==> src/design/telemetry_frame_builder_defines.svh <==
// Assertion macros for the design files; tfb_out_buffer.sv uses them.
// Each macro builds a labelled concurrent assertion on the rising clock edge,
// disabled while the active-low reset is asserted.
`ifndef TELEMETRY_FRAME_BUILDER_DEFINES_SVH
`define TELEMETRY_FRAME_BUILDER_DEFINES_SVH

// Same-cycle implication.
`define TFB_ASSERT_IMP(label, clk, rst_n, ante, cons) \
  label: assert property (@(posedge clk) disable iff (!rst_n) (ante) |-> (cons)) \
    else $error("tfb: same-cycle check failed");

// Next-cycle implication.
`define TFB_ASSERT_NXT(label, clk, rst_n, ante, cons) \
  label: assert property (@(posedge clk) disable iff (!rst_n) (ante) |=> (cons)) \
    else $error("tfb: next-cycle check failed");

`endif

==> src/design/tfb_pkg.sv <==
package tfb_pkg;

  typedef logic [7:0] byte_t;

  // Largest number of result bytes that one request can cause.
  localparam int unsigned MaxResults = 6;
  localparam int unsigned CountW     = 3;

  localparam byte_t FrameHead   = 8'hAA;
  localparam byte_t DestReset   = 8'hFF;

  // Request operation codes.
  localparam logic OpStart = 1'b0;
  localparam logic OpData  = 1'b1;

  // Result counts for the possible request outcomes.
  localparam logic [CountW-1:0] CountNone         = 3'd0;
  localparam logic [CountW-1:0] CountData         = 3'd1;
  localparam logic [CountW-1:0] CountDataChecks   = 3'd3;
  localparam logic [CountW-1:0] CountHeader       = 3'd4;
  localparam logic [CountW-1:0] CountHeaderChecks = 3'd6;

  // The bytes one request produces; entry 0 goes out first.
  typedef struct packed {
    logic [MaxResults-1:0][7:0] bytes;
    logic [CountW-1:0]          count;
    logic                       closes;
  } frame_result_t;

endpackage

==> src/design/tfb_frame_logic.sv <==
// Frame state and the combinational pass that turns one request into its
// result bytes.
module tfb_frame_logic #(
  parameter int unsigned MAX_PAYLOAD = 30
) (
  input  logic                  clk_i,
  input  logic                  rst_ni,
  input  logic                  fire_i,
  input  logic                  op_i,
  input  tfb_pkg::byte_t        func_code_i,
  input  tfb_pkg::byte_t        frame_len_i,
  input  tfb_pkg::byte_t        data_byte_i,
  input  tfb_pkg::byte_t        dest_address_i,
  output tfb_pkg::frame_result_t result_o
);

  localparam int unsigned LenW = $clog2(MAX_PAYLOAD + 1);

  logic                frame_open_q, frame_open_d;
  logic [LenW-1:0]     bytes_left_q, bytes_left_d;
  tfb_pkg::byte_t      sum_check_q, sum_check_d;
  tfb_pkg::byte_t      add_check_q, add_check_d;

  tfb_pkg::byte_t      s1, s2, s3, s4, a2, a3, a4;
  tfb_pkg::byte_t      ds, da;
  logic [LenW-1:0]     left_dec;
  logic                oversize;

  // Header running sums always start from zero.
  assign s1 = tfb_pkg::FrameHead;
  assign s2 = s1 + dest_address_i;
  assign a2 = s1 + s2;
  assign s3 = s2 + func_code_i;
  assign a3 = a2 + s3;
  assign s4 = s3 + frame_len_i;
  assign a4 = a3 + s4;

  assign ds = sum_check_q + data_byte_i;
  assign da = add_check_q + ds;

  assign left_dec = (bytes_left_q != '0) ? bytes_left_q - 1'b1 : bytes_left_q;
  assign oversize = {1'b0, frame_len_i} > 9'(MAX_PAYLOAD);

  always_comb begin
    result_o     = '0;
    frame_open_d = frame_open_q;
    bytes_left_d = bytes_left_q;
    sum_check_d  = sum_check_q;
    add_check_d  = add_check_q;
    if (fire_i) begin
      if (op_i == tfb_pkg::OpStart) begin
        if (!oversize) begin
          result_o.bytes[0] = tfb_pkg::FrameHead;
          result_o.bytes[1] = dest_address_i;
          result_o.bytes[2] = func_code_i;
          result_o.bytes[3] = frame_len_i;
          sum_check_d       = s4;
          add_check_d       = a4;
          if (frame_len_i == '0) begin
            result_o.bytes[4] = s4;
            result_o.bytes[5] = a4;
            result_o.count    = tfb_pkg::CountHeaderChecks;
            result_o.closes   = 1'b1;
            frame_open_d      = 1'b0;
            bytes_left_d      = '0;
          end else begin
            result_o.count    = tfb_pkg::CountHeader;
            frame_open_d      = 1'b1;
            bytes_left_d      = frame_len_i[LenW-1:0];
          end
        end
      end else if (frame_open_q) begin
        result_o.bytes[0] = data_byte_i;
        sum_check_d       = ds;
        add_check_d       = da;
        if (left_dec == '0) begin
          result_o.bytes[1] = ds;
          result_o.bytes[2] = da;
          result_o.count    = tfb_pkg::CountDataChecks;
          result_o.closes   = 1'b1;
          frame_open_d      = 1'b0;
          bytes_left_d      = '0;
        end else begin
          result_o.count    = tfb_pkg::CountData;
          bytes_left_d      = left_dec;
        end
      end
    end
  end

  always_ff @(posedge clk_i or negedge rst_ni) begin
    if (!rst_ni) begin
      frame_open_q <= 1'b0;
      bytes_left_q <= '0;
      sum_check_q  <= '0;
      add_check_q  <= '0;
    end else begin
      frame_open_q <= frame_open_d;
      bytes_left_q <= bytes_left_d;
      sum_check_q  <= sum_check_d;
      add_check_q  <= add_check_d;
    end
  end

endmodule

==> src/design/tfb_out_buffer.sv <==
`include "telemetry_frame_builder_defines.svh"

// Result register: holds the bytes of one request and hands them out one a
// cycle while out_stall_i is low, shifting towards entry 0.
module tfb_out_buffer (
  input  logic                   clk_i,
  input  logic                   rst_ni,
  input  logic                   load_i,
  input  tfb_pkg::frame_result_t result_i,
  output logic                   free_o,
  output logic                   out_valid_o,
  input  logic                   out_stall_i,
  output tfb_pkg::byte_t         out_byte_o,
  output logic                   frame_end_o
);

  localparam int unsigned Depth = tfb_pkg::MaxResults;

  tfb_pkg::byte_t                bytes_q [Depth];
  logic [tfb_pkg::CountW-1:0]    count_q;
  logic                          closes_q;
  logic                          take;
  logic                          last_take;

  assign out_valid_o = count_q != tfb_pkg::CountNone;
  assign take        = out_valid_o && !out_stall_i;
  assign free_o      = !out_valid_o || (count_q == tfb_pkg::CountData && take);
  assign out_byte_o  = bytes_q[0];
  assign frame_end_o = closes_q && count_q == tfb_pkg::CountData;
  assign last_take   = take && count_q == tfb_pkg::CountData && !load_i;

  always_ff @(posedge clk_i or negedge rst_ni) begin
    if (!rst_ni) begin
      count_q  <= tfb_pkg::CountNone;
      closes_q <= 1'b0;
    end else if (load_i) begin
      count_q  <= result_i.count;
      closes_q <= result_i.closes;
    end else if (take) begin
      count_q  <= count_q - 1'b1;
    end
  end

  always_ff @(posedge clk_i) begin
    if (load_i) begin
      for (int i = 0; i < Depth; i++) begin
        bytes_q[i] <= result_i.bytes[i];
      end
    end else if (take) begin
      for (int i = 0; i < Depth - 1; i++) begin
        bytes_q[i] <= bytes_q[i+1];
      end
    end
  end

  `TFB_ASSERT_IMP(a_load_when_free, clk_i, rst_ni, load_i, free_o)
  `TFB_ASSERT_IMP(a_end_needs_valid, clk_i, rst_ni, frame_end_o, out_valid_o)
  `TFB_ASSERT_IMP(a_count_bound, clk_i, rst_ni, 1'b1, count_q <= tfb_pkg::CountHeaderChecks)
  `TFB_ASSERT_NXT(a_drain_last, clk_i, rst_ni, last_take, count_q == tfb_pkg::CountNone)

endmodule

==> src/design/telemetry_frame_builder.sv <==
// Telemetry frame builder.
// Requests arrive on the input channel (in_valid_i / in_stall_o): op_i low
// starts a frame with func_code_i and frame_len_i, op_i high carries one
// payload byte in data_byte_i. Frame bytes leave on the output channel
// (out_valid_o / out_stall_i) as out_byte_o, with frame_end_o marking the
// add-check byte that closes a frame. A request moves when valid is high and
// stall is low. The destination byte is written through cfg_we_i/cfg_wdata_i.
// A start request yields four header bytes (six when its length is zero), a
// payload request one byte (three when it is the last one); an oversized
// start or a stray payload byte yields nothing.
// The first byte of a request passes the input register and then the result
// register before it is offered. Throughput is one output byte per cycle
// while out_stall_i is low, set by the result register's single-byte
// output port, so payload requests stream at one per cycle.
// When the receiver stalls, the result register holds its byte and the
// input register fills, after which in_stall_o is raised.
// Reset clears the frame state and the buffers and sets the destination
// byte to 0xFF; no clearing pass is needed.
module telemetry_frame_builder #(
  parameter int unsigned MAX_PAYLOAD = 30
) (
  input  logic                  clk_i,
  input  logic                  rst_ni,
  input  logic                  cfg_we_i,
  input  tfb_pkg::byte_t        cfg_wdata_i,
  input  logic                  in_valid_i,
  output logic                  in_stall_o,
  input  logic                  op_i,
  input  tfb_pkg::byte_t        func_code_i,
  input  tfb_pkg::byte_t        frame_len_i,
  input  tfb_pkg::byte_t        data_byte_i,
  output logic                  out_valid_o,
  input  logic                  out_stall_i,
  output tfb_pkg::byte_t        out_byte_o,
  output logic                  frame_end_o
);

  tfb_pkg::byte_t         dest_address_q;
  logic                   in_valid_q, in_valid_d;
  logic                   op_q;
  tfb_pkg::byte_t         func_code_q, frame_len_q, data_byte_q;
  logic                   accept;
  logic                   process;
  logic                   buf_free;
  tfb_pkg::frame_result_t result;

  // The input register gives way as soon as the result register can take its
  // request, so a new request can enter in every cycle that buf_free is high.
  assign process    = in_valid_q && buf_free;
  assign in_stall_o = in_valid_q && !buf_free;
  assign accept     = in_valid_i && !in_stall_o;

  always_comb begin
    in_valid_d = in_valid_q;
    if (accept) begin
      in_valid_d = 1'b1;
    end else if (process) begin
      in_valid_d = 1'b0;
    end
  end

  always_ff @(posedge clk_i or negedge rst_ni) begin
    if (!rst_ni) begin
      in_valid_q     <= 1'b0;
      dest_address_q <= tfb_pkg::DestReset;
    end else begin
      in_valid_q <= in_valid_d;
      if (cfg_we_i) begin
        dest_address_q <= cfg_wdata_i;
      end
    end
  end

  always_ff @(posedge clk_i) begin
    if (accept) begin
      op_q        <= op_i;
      func_code_q <= func_code_i;
      frame_len_q <= frame_len_i;
      data_byte_q <= data_byte_i;
    end
  end

  tfb_frame_logic #(
    .MAX_PAYLOAD (MAX_PAYLOAD)
  ) u_frame_logic (
    .clk_i          (clk_i),
    .rst_ni         (rst_ni),
    .fire_i         (process),
    .op_i           (op_q),
    .func_code_i    (func_code_q),
    .frame_len_i    (frame_len_q),
    .data_byte_i    (data_byte_q),
    .dest_address_i (dest_address_q),
    .result_o       (result)
  );

  tfb_out_buffer u_out_buffer (
    .clk_i       (clk_i),
    .rst_ni      (rst_ni),
    .load_i      (process),
    .result_i    (result),
    .free_o      (buf_free),
    .out_valid_o (out_valid_o),
    .out_stall_i (out_stall_i),
    .out_byte_o  (out_byte_o),
    .frame_end_o (frame_end_o)
  );

endmodule

==> config.mk <==
export PLATFORM = sky130hd
export DESIGN_NAME = telemetry_frame_builder
export DESIGN_NICKNAME = d
export VERILOG_FILES = /design/src/design/tfb_pkg.sv /design/src/design/tfb_frame_logic.sv /design/src/design/tfb_out_buffer.sv /design/src/design/telemetry_frame_builder.sv
export VERILOG_INCLUDE_DIRS = /design/src /design/src/design
export SDC_FILE = /design/constraint.sdc
export NUM_CORES = 1
export LEC_CHECK = 0
export ABC_AREA = 1
export BUFFER_PORTS_ARGS = -buffer_cell sky130_fd_sc_hd__buf_4
export CAP_MARGIN = 20
export CORE_AREA = 3 3 118 97
export CTS_BUF_LIST = sky130_fd_sc_hd__clkbuf_2
export DETAILED_ROUTE_END_ITERATION = 8
export DIE_AREA = 0 0 121 100
export PLACE_DENSITY_LB_ADDON = 0.15
export SYNTH_ARGS = -nofsm -noshare
export SYNTH_HDL_FRONTEND = slang
export SYNTH_SLANG_ARGS = --single-unit
==> constraint.sdc <==
create_clock -name clk_i -period 5.2 [get_ports clk_i]
set_input_delay 0.78 -clock clk_i [delete_from_list [all_inputs] [get_ports clk_i]]
set_output_delay 0.78 -clock clk_i [all_outputs]
set_load 0.03 [all_outputs]
; After elaboration in Yosys (flattened, before gate mapping)
; Memories as Yosys holds them, arrays and structs flattened.
; Cells that the tools add are included.
[totals]
ff_bits = 60
ram_bits = 48
input_bits = 38
out_inout_bits = 11
elab_cells = 93
mem_count = 1
[mem_list]
columns = memory, words, width, read_ports, rd_ports_with_merged_regs, wr, line
row1 = u_out_buffer.bytes_q, 6, 8, 6, 0, 6, tfb_out_buffer.sv:19  ; tfb_pkg::byte_t bytes_q [Depth];
[op_classes]
add_sub_neg = 10
order_cmp = 1
eq_ne = 3
mux = 42
n_bitwise = 5
reduce_logical = 19
[op_table]
columns = operator, count
row1 = $mux W52, 2
row2 = $mux W8, 11
row3 = $mux W28, 2
row4 = $add A8 B8 Y8, 6
row5 = $mux W16, 2
row6 = $mux W5, 6
row7 = $mux W24, 1
row8 = $add A8 B8 Y8 const A, 2
row9 = $mux W1, 14
row10 = $gt A8 B5 Y1 const B, 1
row11 = $logic_not A8 Y1, 1
row12 = $logic_and A1 B1 Y1, 6
row13 = $mux W3, 2
row14 = $logic_not A5 Y1, 1
row15 = $or A1 B1 Y1, 5
row16 = $reduce_bool A5 Y1, 1
row17 = $sub A5 B1 Y5 const B, 1
row18 = $logic_not A1 Y1, 4
row19 = $mux W2, 2
row20 = $reduce_bool A2 Y1, 2
row21 = $eq A3 B1 Y1 const B, 1
row22 = $reduce_and A3 Y1, 1
row23 = $reduce_bool A3 Y1, 1
row24 = $sub A3 B1 Y3 const B, 1
row25 = 4 further kinds, 4

; Logic depth before layout (Yosys ltp)
; Gate-level depths: netlist (run 1).
[depth]
depth_word = 9
mapped_depth = 28
mapped_depth_nobuf = 28

; Hierarchy
; A second synthesis (run 1) with hierarchy kept.
[unflattened]
hier_cells = 824
area_unflattened_um2 = 6989.2
[modules_own_cells]
columns = module, n_inst, cells_each, area_each_um2, seq_area_each_um2
row1 = tfb_frame_logic, 1, 531, 3458.3, 550.5
row2 = tfb_out_buffer, 1, 226, 2401.1, 1541.5
row3 = telemetry_frame_builder, 1, 67, 1129.8, 985.9

; Least setup slack after synthesis (run 1)
; No wires, ideal clock.
[synth_path]
kind = flip-flop to flip-flop
from = register dest_address_q[1]
to = register u_frame_logic.add_check_q[7]
setup_ps = 116
t_arrival_ps = 4345
required_ps = 5084
setup_slack_ps = 739
path_stages_with_launch = 28
path_buffers = 0
period_less_slack_ps = 4461
path_cell_list = dfstp_2 > ha_1 > ha_1 > a21oi_1 > nand2_1 > xor2_1 > ha_1 > nand2_1 > o21ai_0 > xor2_1 > inv_1 > fa_1 > ha_1 > ha_1 > a21oi_1 > nand2_1 > nand2_1 > nand2_1 > nand2_1 > nand2_1 > nand3_1 > nand2_1 > nand2_1 > nand2_1 > nand2_1 > nand2_1 > nand2_1 > nand2_1
[synth_between]
elab_chain_cells = 6
word_cells_on_any_way = 8
classes_between = add/sub (6) / mux (2)
[synth_rtl]
columns = item, line
row1 = "start, declared", telemetry_frame_builder.sv:38  ; tfb_pkg::byte_t dest_address_q;
row2 = "start signal, assigned", telemetry_frame_builder.sv:65  ; dest_address_q <= tfb_pkg::DestReset;
row3 = "start signal, assigned", telemetry_frame_builder.sv:69  ; dest_address_q <= cfg_wdata_i;
row4 = $add A8 B8 Y8 (*), tfb_frame_logic.sv:31  ; assign s2 = s1 + dest_address_i;
row5 = "$add A8 B8 Y8, on equally long branches", "tfb_frame_logic.sv:32, tfb_frame_logic.sv:33"
row6 = "$add A8 B8 Y8, on equally long branches", "tfb_frame_logic.sv:34, tfb_frame_logic.sv:35"
row7 = $add A8 B8 Y8 (*), tfb_frame_logic.sv:36  ; assign a4 = a3 + s4;
row8 = $mux W8 (*), tfb_frame_logic.sv:52  ; if (!oversize) begin
row9 = $mux W8 (*), tfb_frame_logic.sv:51  ; if (op_i == tfb_pkg::OpStart) begin
row10 = "end signal, assigned", tfb_frame_logic.sv:101  ; add_check_q <= add_check_d;
row11 = "end, declared", tfb_frame_logic.sv:22  ; tfb_pkg::byte_t add_check_q, add_check_d;
; Every way passes the cells marked *; elsewhere a longest branch is shown, timed or not. The select of a mux whose other input is x is not followed.
; A chain may end at the register's enable or synchronous reset.

; Worst setup path in the final report (run 1)
; Same ends and word-level chain as after synthesis.

==> results of run 1 <==
-- routing by layer --
metal | vias up | track usage | part of all wire
met5 | - | 0 | 0
met4 | 0 | 0.0880 | 0.024
met3 | 29 | 0.0614 | 0.061
li1 | 2406 | - | -
met1 | 2347 | 0.367 | 0.45
met2 | 159 | 0.418 | 0.46
-- synthesized netlist by cell type, types with 2 or more instances --
library cell               number
sky130_fd_sc_hd__nand2_1      137
sky130_fd_sc_hd__inv_1         90
sky130_fd_sc_hd__edfxtp_1      73
sky130_fd_sc_hd__o21ai_0       66
sky130_fd_sc_hd__ha_1          45
sky130_fd_sc_hd__nor2_1        37
sky130_fd_sc_hd__a21oi_1       35
sky130_fd_sc_hd__nand3_1       33
sky130_fd_sc_hd__dfrtp_1       27
sky130_fd_sc_hd__xor2_1        14
sky130_fd_sc_hd__a22oi_1       13
sky130_fd_sc_hd__buf_2         11
sky130_fd_sc_hd__fa_1          11
sky130_fd_sc_hd__o211ai_1      11
sky130_fd_sc_hd__xnor2_1       11
sky130_fd_sc_hd__buf_4          9
sky130_fd_sc_hd__dfstp_2        8
sky130_fd_sc_hd__a22o_1         7
sky130_fd_sc_hd__inv_2          6
sky130_fd_sc_hd__o21ai_1        6
sky130_fd_sc_hd__clkbuf_1       5
sky130_fd_sc_hd__a221o_1        4
sky130_fd_sc_hd__nor3_1         4
sky130_fd_sc_hd__a31oi_1        3
sky130_fd_sc_hd__nand2_2        2
sky130_fd_sc_hd__nand3b_1       2
sky130_fd_sc_hd__nor2_4         2
sky130_fd_sc_hd__nor2_8         2
-- logic make-up (layout without fill, tap and decap cells) --
kind of cell | Yosys count | count (layout) | share of synthesized area
and+or+nand+nor | 226 | 226 | 0.153
AOI/OAI and AO/OA | 150 | 150 | 0.136
buffers and inverters | 124 | 167 | 0.0808
DFF | 108 | 108 | 0.476
adders and majority gates | 56 | 56 | 0.121
xor gates and xnor gates | 25 | 25 | 0.0338
-- cell usage in the layout, fill, tap and decap left out, types with 6 or more instances in the layout --
cell	count
sky130_fd_sc_hd__nand2_1	137
sky130_fd_sc_hd__inv_1	90
sky130_fd_sc_hd__edfxtp_1	73
sky130_fd_sc_hd__o21ai_0	64
sky130_fd_sc_hd__buf_4	52
sky130_fd_sc_hd__ha_1	45
sky130_fd_sc_hd__nor2_1	36
sky130_fd_sc_hd__a21oi_1	35
sky130_fd_sc_hd__nand3_1	33
sky130_fd_sc_hd__dfrtp_1	27
sky130_fd_sc_hd__xor2_1	14
sky130_fd_sc_hd__a22oi_1	13
sky130_fd_sc_hd__xnor2_1	11
sky130_fd_sc_hd__o211ai_1	11
sky130_fd_sc_hd__fa_1	11
sky130_fd_sc_hd__clkbuf_2	9
sky130_fd_sc_hd__o21ai_1	8
sky130_fd_sc_hd__dfstp_2	8
sky130_fd_sc_hd__a22o_1	7
sky130_fd_sc_hd__inv_2	6
-- how the worst min path moves through the flow --
stage	start	to	slack, ns	cells past startpoint
2_1_floorplan	u_frame_logic.bytes_left_q[4]	u_frame_logic.bytes_left_q[4]	0.45	2
3_3_place_gp	u_frame_logic.bytes_left_q[4]	u_frame_logic.bytes_left_q[4]	0.47	2
3_5_place_dp	u_frame_logic.bytes_left_q[4]	u_frame_logic.bytes_left_q[4]	0.48	2
4_1_cts	rst_ni	u_frame_logic.sum_check_q[1]	0.08	1
5_1_grt	rst_ni	u_out_buffer.count_q[1]	0.06	1
6_report	rst_ni	u_frame_logic.sum_check_q[6]	0.1	1
-- critical path, delay by kind of cell, from the launching register on --
family          cells  cell delay (ns)
fa+ha+maj           6             2.13
xor+xnor            2             0.39
simple gates       15             0.98
buf+inv             2             0.14
flops               1             0.64
compound gates      3             0.55
-- cell type report --
class,instances,area (sq um),area share
clock inverter,7,65.1,0.00927
inverter,98,370,0.0527
clock buffer,9,45.0,0.00641
timing repair buffer,53,418,0.0595
tap,140,175,0.0249
multi-input combinational,457,2870,0.409
sequential,108,3080,0.438
-- sequential cells by signal (all words and copies together) (netlist names) --
register / cells
u_frame_logic.add_check_q: 8
u_out_buffer.closes_q: 1
frame_len_q: 8
in_valid_q: 1
u_frame_logic.bytes_left_q: 5
u_frame_logic.frame_open_q: 1
dest_address_q: 8
u_out_buffer.bytes_q: 48
op_q: 1
u_frame_logic.sum_check_q: 8
u_out_buffer.count_q: 3
func_code_q: 8
data_byte_q: 8
-- timing repair --
item	CTS	global route
resized for setup	0	2
endpoints found under the setup margin	0	3
setup buffers	0	1
-- stage by stage --
step                      std cells  hold WS (ns)
final                           872        0.0954
after global routing            872        0.0649
after CTS                       870        0.0787
after detailed placement        854         0.479
after global placement          854         0.470
after floorplan                 689         0.452
==> qor.txt, run 1 <==
YOSYS
-----------------------------------------------------------------------------------------------
Sequential fraction of the synthesis area                                                 0.476
Flip-flop cell with the highest count after synthesis                              sky130_fd_sc_hd__edfxtp_1
Flops & latches, synth                                                                      108
Leading cell types by total area after synthesis                                   sky130_fd_sc_hd__edfxtp_1, sky130_fd_sc_hd__dfrtp_1, sky130_fd_sc_hd__ha_1, sky130_fd_sc_hd__nand2_1, sky130_fd_sc_hd__inv_1
Yosys synthesis warning count                                                                 0
Mapped Area                                                                        0.00647 sq mm
Mean instance size in the synthesized netlist                                        9.39 sq um
Cell taking the most area after synthesis                                          sky130_fd_sc_hd__edfxtp_1
Nets in the synthesized netlist                                                             783
Number of synthesized flops with an enable pin                                               73
Area fraction of the dominant cell type after synthesis                                   0.339
Fraction of synthesis flops using an asynchronous set or reset pin                        0.324
Netlist cell types                                                                           43
Count of mapped cells out of synthesis                                                      689

HOLD PATH
-----------------------------------------------------------------------------------------------
Type of the worst min-delay path                                                    in -> async

GLOBAL ROUTE
-----------------------------------------------------------------------------------------------
Number of antenna violations at the first check in global routing                             0
Aggregate global routing overflow                                                             0
Wire length of the first global-routing pass                                            24.8 mm
Overall global routing resource usage                                                     0.265
Number of global-route vias before repair                                                 4,992
Maximum number of pins on one net before global-route repair                                 43

FLOW RUN
-----------------------------------------------------------------------------------------------
# Max-Cap Violations                                                                          0

ROUTING
-----------------------------------------------------------------------------------------------
Pre-Repair DR Iteration Count                                                                 5
Routed wire length                                                                      15.1 mm
DR vias                                                                                   4,941
Via/cell ratio                                                                             5.67
Residual antenna-violating net count after detailed routing                                   0
Iteration-0 DRC count of the detailed router                                                370
Wire length per cell                                                                    17.4 um
DR DRC count                                                                                  0

PLACE
-----------------------------------------------------------------------------------------------
Post-Place Cell Area                                                               0.00688 sq mm
Buffers added on ports                                                                       48
Final HPWL from detailed placement                                                      11.1 mm
Pre-CTS WS                                                                             0.335 ns
RePlAce Congestion                                                                        0.895

TIMING
-----------------------------------------------------------------------------------------------
Final hold violations                                                                         0
Final Max Tran Viols                                                                          0
Setup-violating endpoint count in the final report                                            0
Highest achievable clock rate                                                           206 MHz
Post-layout worst setup margin                                                         0.334 ns
Setup repair after global routing missed its margin                                       false
Setup TNS                                                                                  0 ns
Portion of the clock cycle consumed by the worst path in the final layout                 0.936
Max-slew headroom                                                                         0.491
Clock skew                                                                            0.0211 ns
Tightest Pin Transition                                                                0.763 ns
Final period demand of the worst path                                                   4.87 ns

CLOCK TREE
-----------------------------------------------------------------------------------------------
Number of sinks on the clock net                                                            108
Library cell used as clock root buffer                                             sky130_fd_sc_hd__clkbuf_2
Clock input transition at the sequential cells of the worst setup and hold paths        0.28 ns
CTS tree                                                                                    yes
Buffer levels on the longest clock path                                                       2
Maximum level of the CTS H-tree                                                               3
Number of buffers inserted by hold repair at cts                                              0
Worst-skew pair later-pin latency                                                       0.60 ns
Clock buffers created by TritonCTS                                                            9

WORST SETUP PATH
-----------------------------------------------------------------------------------------------
Category of the worst setup path capture point                                             flop
End point of the critical path                                                     u_frame_logic.add_check_q[7]
Delay of the slowest cell on the worst path                                             0.64 ns
CP max stage cell                                                                  sky130_fd_sc_hd__dfstp_2
Worst r2r src                                                                      dest_address_q[1]
Data arrival time of the critical path                                                  5.43 ns
Capture instance of the worst register-to-register path                            u_frame_logic.add_check_q[7]
Critical Setup Path Class                                                            reg -> reg
Crit. Startpoint                                                                   dest_address_q[1]
Highest net fanout along the worst path                                                       5
Worst reg-to-reg setup slack                                                            0.33 ns
Register-to-Register Path Depth                                                              28
Crit path launch type                                                                      flop
Required time at the worst-slack endpoint                                               5.76 ns
Critical path's most frequent cell                                                 sky130_fd_sc_hd__nand2_1

STATUS
-----------------------------------------------------------------------------------------------
Run status                                                                         finished, final reports clean

LAYOUT
-----------------------------------------------------------------------------------------------
Share of final-layout standard cells stronger than drive strength 1                       0.130
Final antenna diode count                                                                     0
Final core utilization                                                                    0.683
Final-stage net count                                                                       821
FILL cells                                                                                  819
Post-route standard cell area excluding fillers                                    0.00702 sq mm
Area delta synth->final                                                                   8.55%

FLOORPLANNING
-----------------------------------------------------------------------------------------------
Starting Density                                                                          0.629
Boundary pin count                                                                           49
Cell row count                                                                               33
Die width                                                                                121 um
Area of the die                                                                    0.0121 sq mm
Area of the placeable core                                                         0.0103 sq mm
Die outline height                                                                       100 um

Power of run 1 is left out: the tool's default activity adds up to more than one toggle a clock period on the data nets, which glitch-free logic cannot reach.
==> run 2, diff against run 1 <==
- CORE_AREA: 3 3 118 97 -> 3 3 106 108
- DIE_AREA: 0 0 121 100 -> 0 0 109 111
- PLACE_DENSITY: default -> 0.81
- PLACE_DENSITY_LB_ADDON: 0.15 -> default
==> run 2 against run 1 <==
Effect of this change:
- clock-buffer cell count increased by 4
- design area grew 0.48%
- fmax increased by 0.83%
- critical endpoint unchanged
- clock skew grew 0.019 ns
- critical path type unchanged
==> qor.txt, run 2 (same netlist as run 1, synthesis figures left out) <==
STATUS
-----------------------------------------------------------------------------------------------
Run status                                                                         finished, final reports clean   unchanged

WORST SETUP PATH
-----------------------------------------------------------------------------------------------
CP max stage cell                                                                  sky130_fd_sc_hd__dfstp_2   unchanged
Category of the worst setup path capture point                                             flop   unchanged
Delay of the slowest cell on the worst path                                             0.61 ns   was 0.64 ns
Required time at the worst-slack endpoint                                               5.80 ns   was 5.76 ns
Critical path's most frequent cell                                                 sky130_fd_sc_hd__nand2_1   unchanged
Crit path launch type                                                                      flop   unchanged
Critical Setup Path Class                                                            reg -> reg   unchanged
Register-to-Register Path Depth                                                              28   unchanged
Highest net fanout along the worst path                                                       5   unchanged
Data arrival time of the critical path                                                  5.42 ns   was 5.43 ns

LAYOUT
-----------------------------------------------------------------------------------------------
Area delta synth->final                                                                   9.07%   was 8.55%
Final-stage net count                                                                       825   was 821
Largest register FFs                                                                         48   unchanged
Final std cells w/o fill                                                                    872   unchanged
Register bank with the most flops                                                  u_out_buffer.bytes_q   unchanged
Commonest cells after routing, fill and taps aside                                 sky130_fd_sc_hd__nand2_1, sky130_fd_sc_hd__inv_1, sky130_fd_sc_hd__edfxtp_1   unchanged
Most frequent standard cell in the layout excluding fill and tap cells             sky130_fd_sc_hd__nand2_1   unchanged
Final antenna diode count                                                                     0   unchanged
FILL cells                                                                                  802   was 819
Share of final-layout standard cells stronger than drive strength 1                       0.139   was 0.130

PLACE
-----------------------------------------------------------------------------------------------
Final HPWL from detailed placement                                                      11.2 mm   was 11.1 mm
RePlAce Congestion                                                                        0.909   was 0.895
Buffers added on ports                                                                       48   unchanged
Dpl cells                                                                                   851   was 854

CLOCK TREE
-----------------------------------------------------------------------------------------------
Buffer levels on the longest clock path                                                       2   unchanged
CTS tree                                                                                    yes   unchanged
Worst-skew pair later-pin latency                                                       0.62 ns   was 0.60 ns
Number of buffers inserted by hold repair at cts                                              0   unchanged
Clock input transition at the sequential cells of the worst setup and hold paths        0.27 ns   was 0.28 ns
Maximum level of the CTS H-tree                                                               3   unchanged
Clock buffers created by TritonCTS                                                            9   unchanged
Library cell used as clock root buffer                                             sky130_fd_sc_hd__clkbuf_2   unchanged
Number of sinks on the clock net                                                            108   unchanged

TIMING
-----------------------------------------------------------------------------------------------
Final Max Tran Viols                                                                          0   unchanged
Highest achievable clock rate                                                           207 MHz   was 206 MHz
Max-slew headroom                                                                         0.485   was 0.491
Setup-violating endpoint count in the final report                                            0   unchanged
Final period demand of the worst path                                                   4.83 ns   was 4.87 ns
Final hold violations                                                                         0   unchanged
Tightest Pin Transition                                                                0.771 ns   was 0.763 ns
Clock skew                                                                            0.0402 ns   was 0.0211 ns
Portion of the clock cycle consumed by the worst path in the final layout                 0.928   was 0.936

ROUTING
-----------------------------------------------------------------------------------------------
Residual antenna-violating net count after detailed routing                                   0   unchanged
Iteration-0 DRC count of the detailed router                                                509   was 370
DR vias                                                                                   5,080   was 4,941
Via/cell ratio                                                                             5.83   was 5.67
Wire length per cell                                                                    17.3 um   was 17.4 um
Routed wire length                                                                      15.1 mm   about the same
DR DRC count                                                                                  0   unchanged
Pre-Repair DR Iteration Count                                                                 5   unchanged

GLOBAL ROUTE
-----------------------------------------------------------------------------------------------
Number of global-route vias before repair                                                 5,133   was 4,992
Maximum number of pins on one net before global-route repair                                 36   was 43
Aggregate global routing overflow                                                             0   unchanged
Overall global routing resource usage                                                     0.268   was 0.265
Number of antenna violations at the first check in global routing                             0   unchanged
Wire length of the first global-routing pass                                            24.9 mm   was 24.8 mm

FLOW RUN
-----------------------------------------------------------------------------------------------
# Max-Cap Violations                                                                          0   unchanged

FLOORPLANNING
-----------------------------------------------------------------------------------------------
Area of the die                                                                    0.0121 sq mm   about the same
Cell row count                                                                               37   was 33
Die width                                                                                109 um   was 121 um
Die outline height                                                                       111 um   was 100 um
Boundary pin count                                                                           49   unchanged
Area of the placeable core                                                         0.0103 sq mm   about the same
Starting Density                                                                          0.627   was 0.629

HOLD PATH
-----------------------------------------------------------------------------------------------
Type of the worst min-delay path                                                    in -> async   unchanged

## run 2: final cells by class
cell class	instances	area, sq um	area share
Multi-Input combinational cell	457	2880	0.408
Sequential cell	108	3080	0.436
Tap cell	136	170	0.0241
Clock buffer	13	65.1	0.00922
Clock inverter	3	38.8	0.00550
Inverter	98	370	0.0525
Timing Repair Buffer	57	452	0.0640
## run 2: worst paths after layout
path	from	end	slack, ns
setup / recovery	dest_address_q[1]	u_frame_logic.add_check_q[7]	0.37
hold / removal	rst_ni	u_frame_logic.bytes_left_q[1]	0.07
setup reg to reg	dest_address_q[1]	u_frame_logic.add_check_q[7]	0.37
hold reg to reg	dest_address_q[2]	dest_address_q[2]	0.53
max in group asynchronous	rst_ni	dest_address_q[7]	4.72
min in group clk_i	op_i	op_q	0.32
## run 2: through the flow
step                area [sq um]  worst slack (ns)  TNS [ns]  utilization  hold WS (ns)
floorplan                   6470             0.739         0            -         0.452
global placement            6880             0.503         0        0.666         0.470
detailed placement          6880             0.235         0        0.666         0.478
CTS                         6980             0.200         0        0.676        0.0557
global route                7060          -0.00195  -0.00195        0.683        0.0533
finish                      7060             0.374         0        0.683        0.0703
## run 2: critical path, delay by kind of cell, from the launching register on
kind / cells / cell delay [ns]
AND/OR/NAND/NOR: 15 / 1.06
flip-flops: 1 / 0.61
AO/OA/AOI/OAI: 3 / 0.50
adder cells (fa/ha/maj): 6 / 2.07
XOR/XNOR: 2 / 0.42
buffers and inverters: 2 / 0.16
## run 2: routing by layer
layer / share of wire / vias to the layer above / global-route usage
met2: 0.49 / 225 / 0.446
met5: 0 / - / 0
met4: 0.022 / 0 / 0.0825
li1: - / 2411 / -
met1: 0.41 / 2415 / 0.342
met3: 0.082 / 29 / 0.0664
## run 2: repair_timing
action,4_1_cts,5_1_grt
setup buffers,0,3
setup endpoints to repair,0,2
gates resized for setup,0,5
hold endpoints to repair,0,0
Power of run 2 is left out for the same reason.
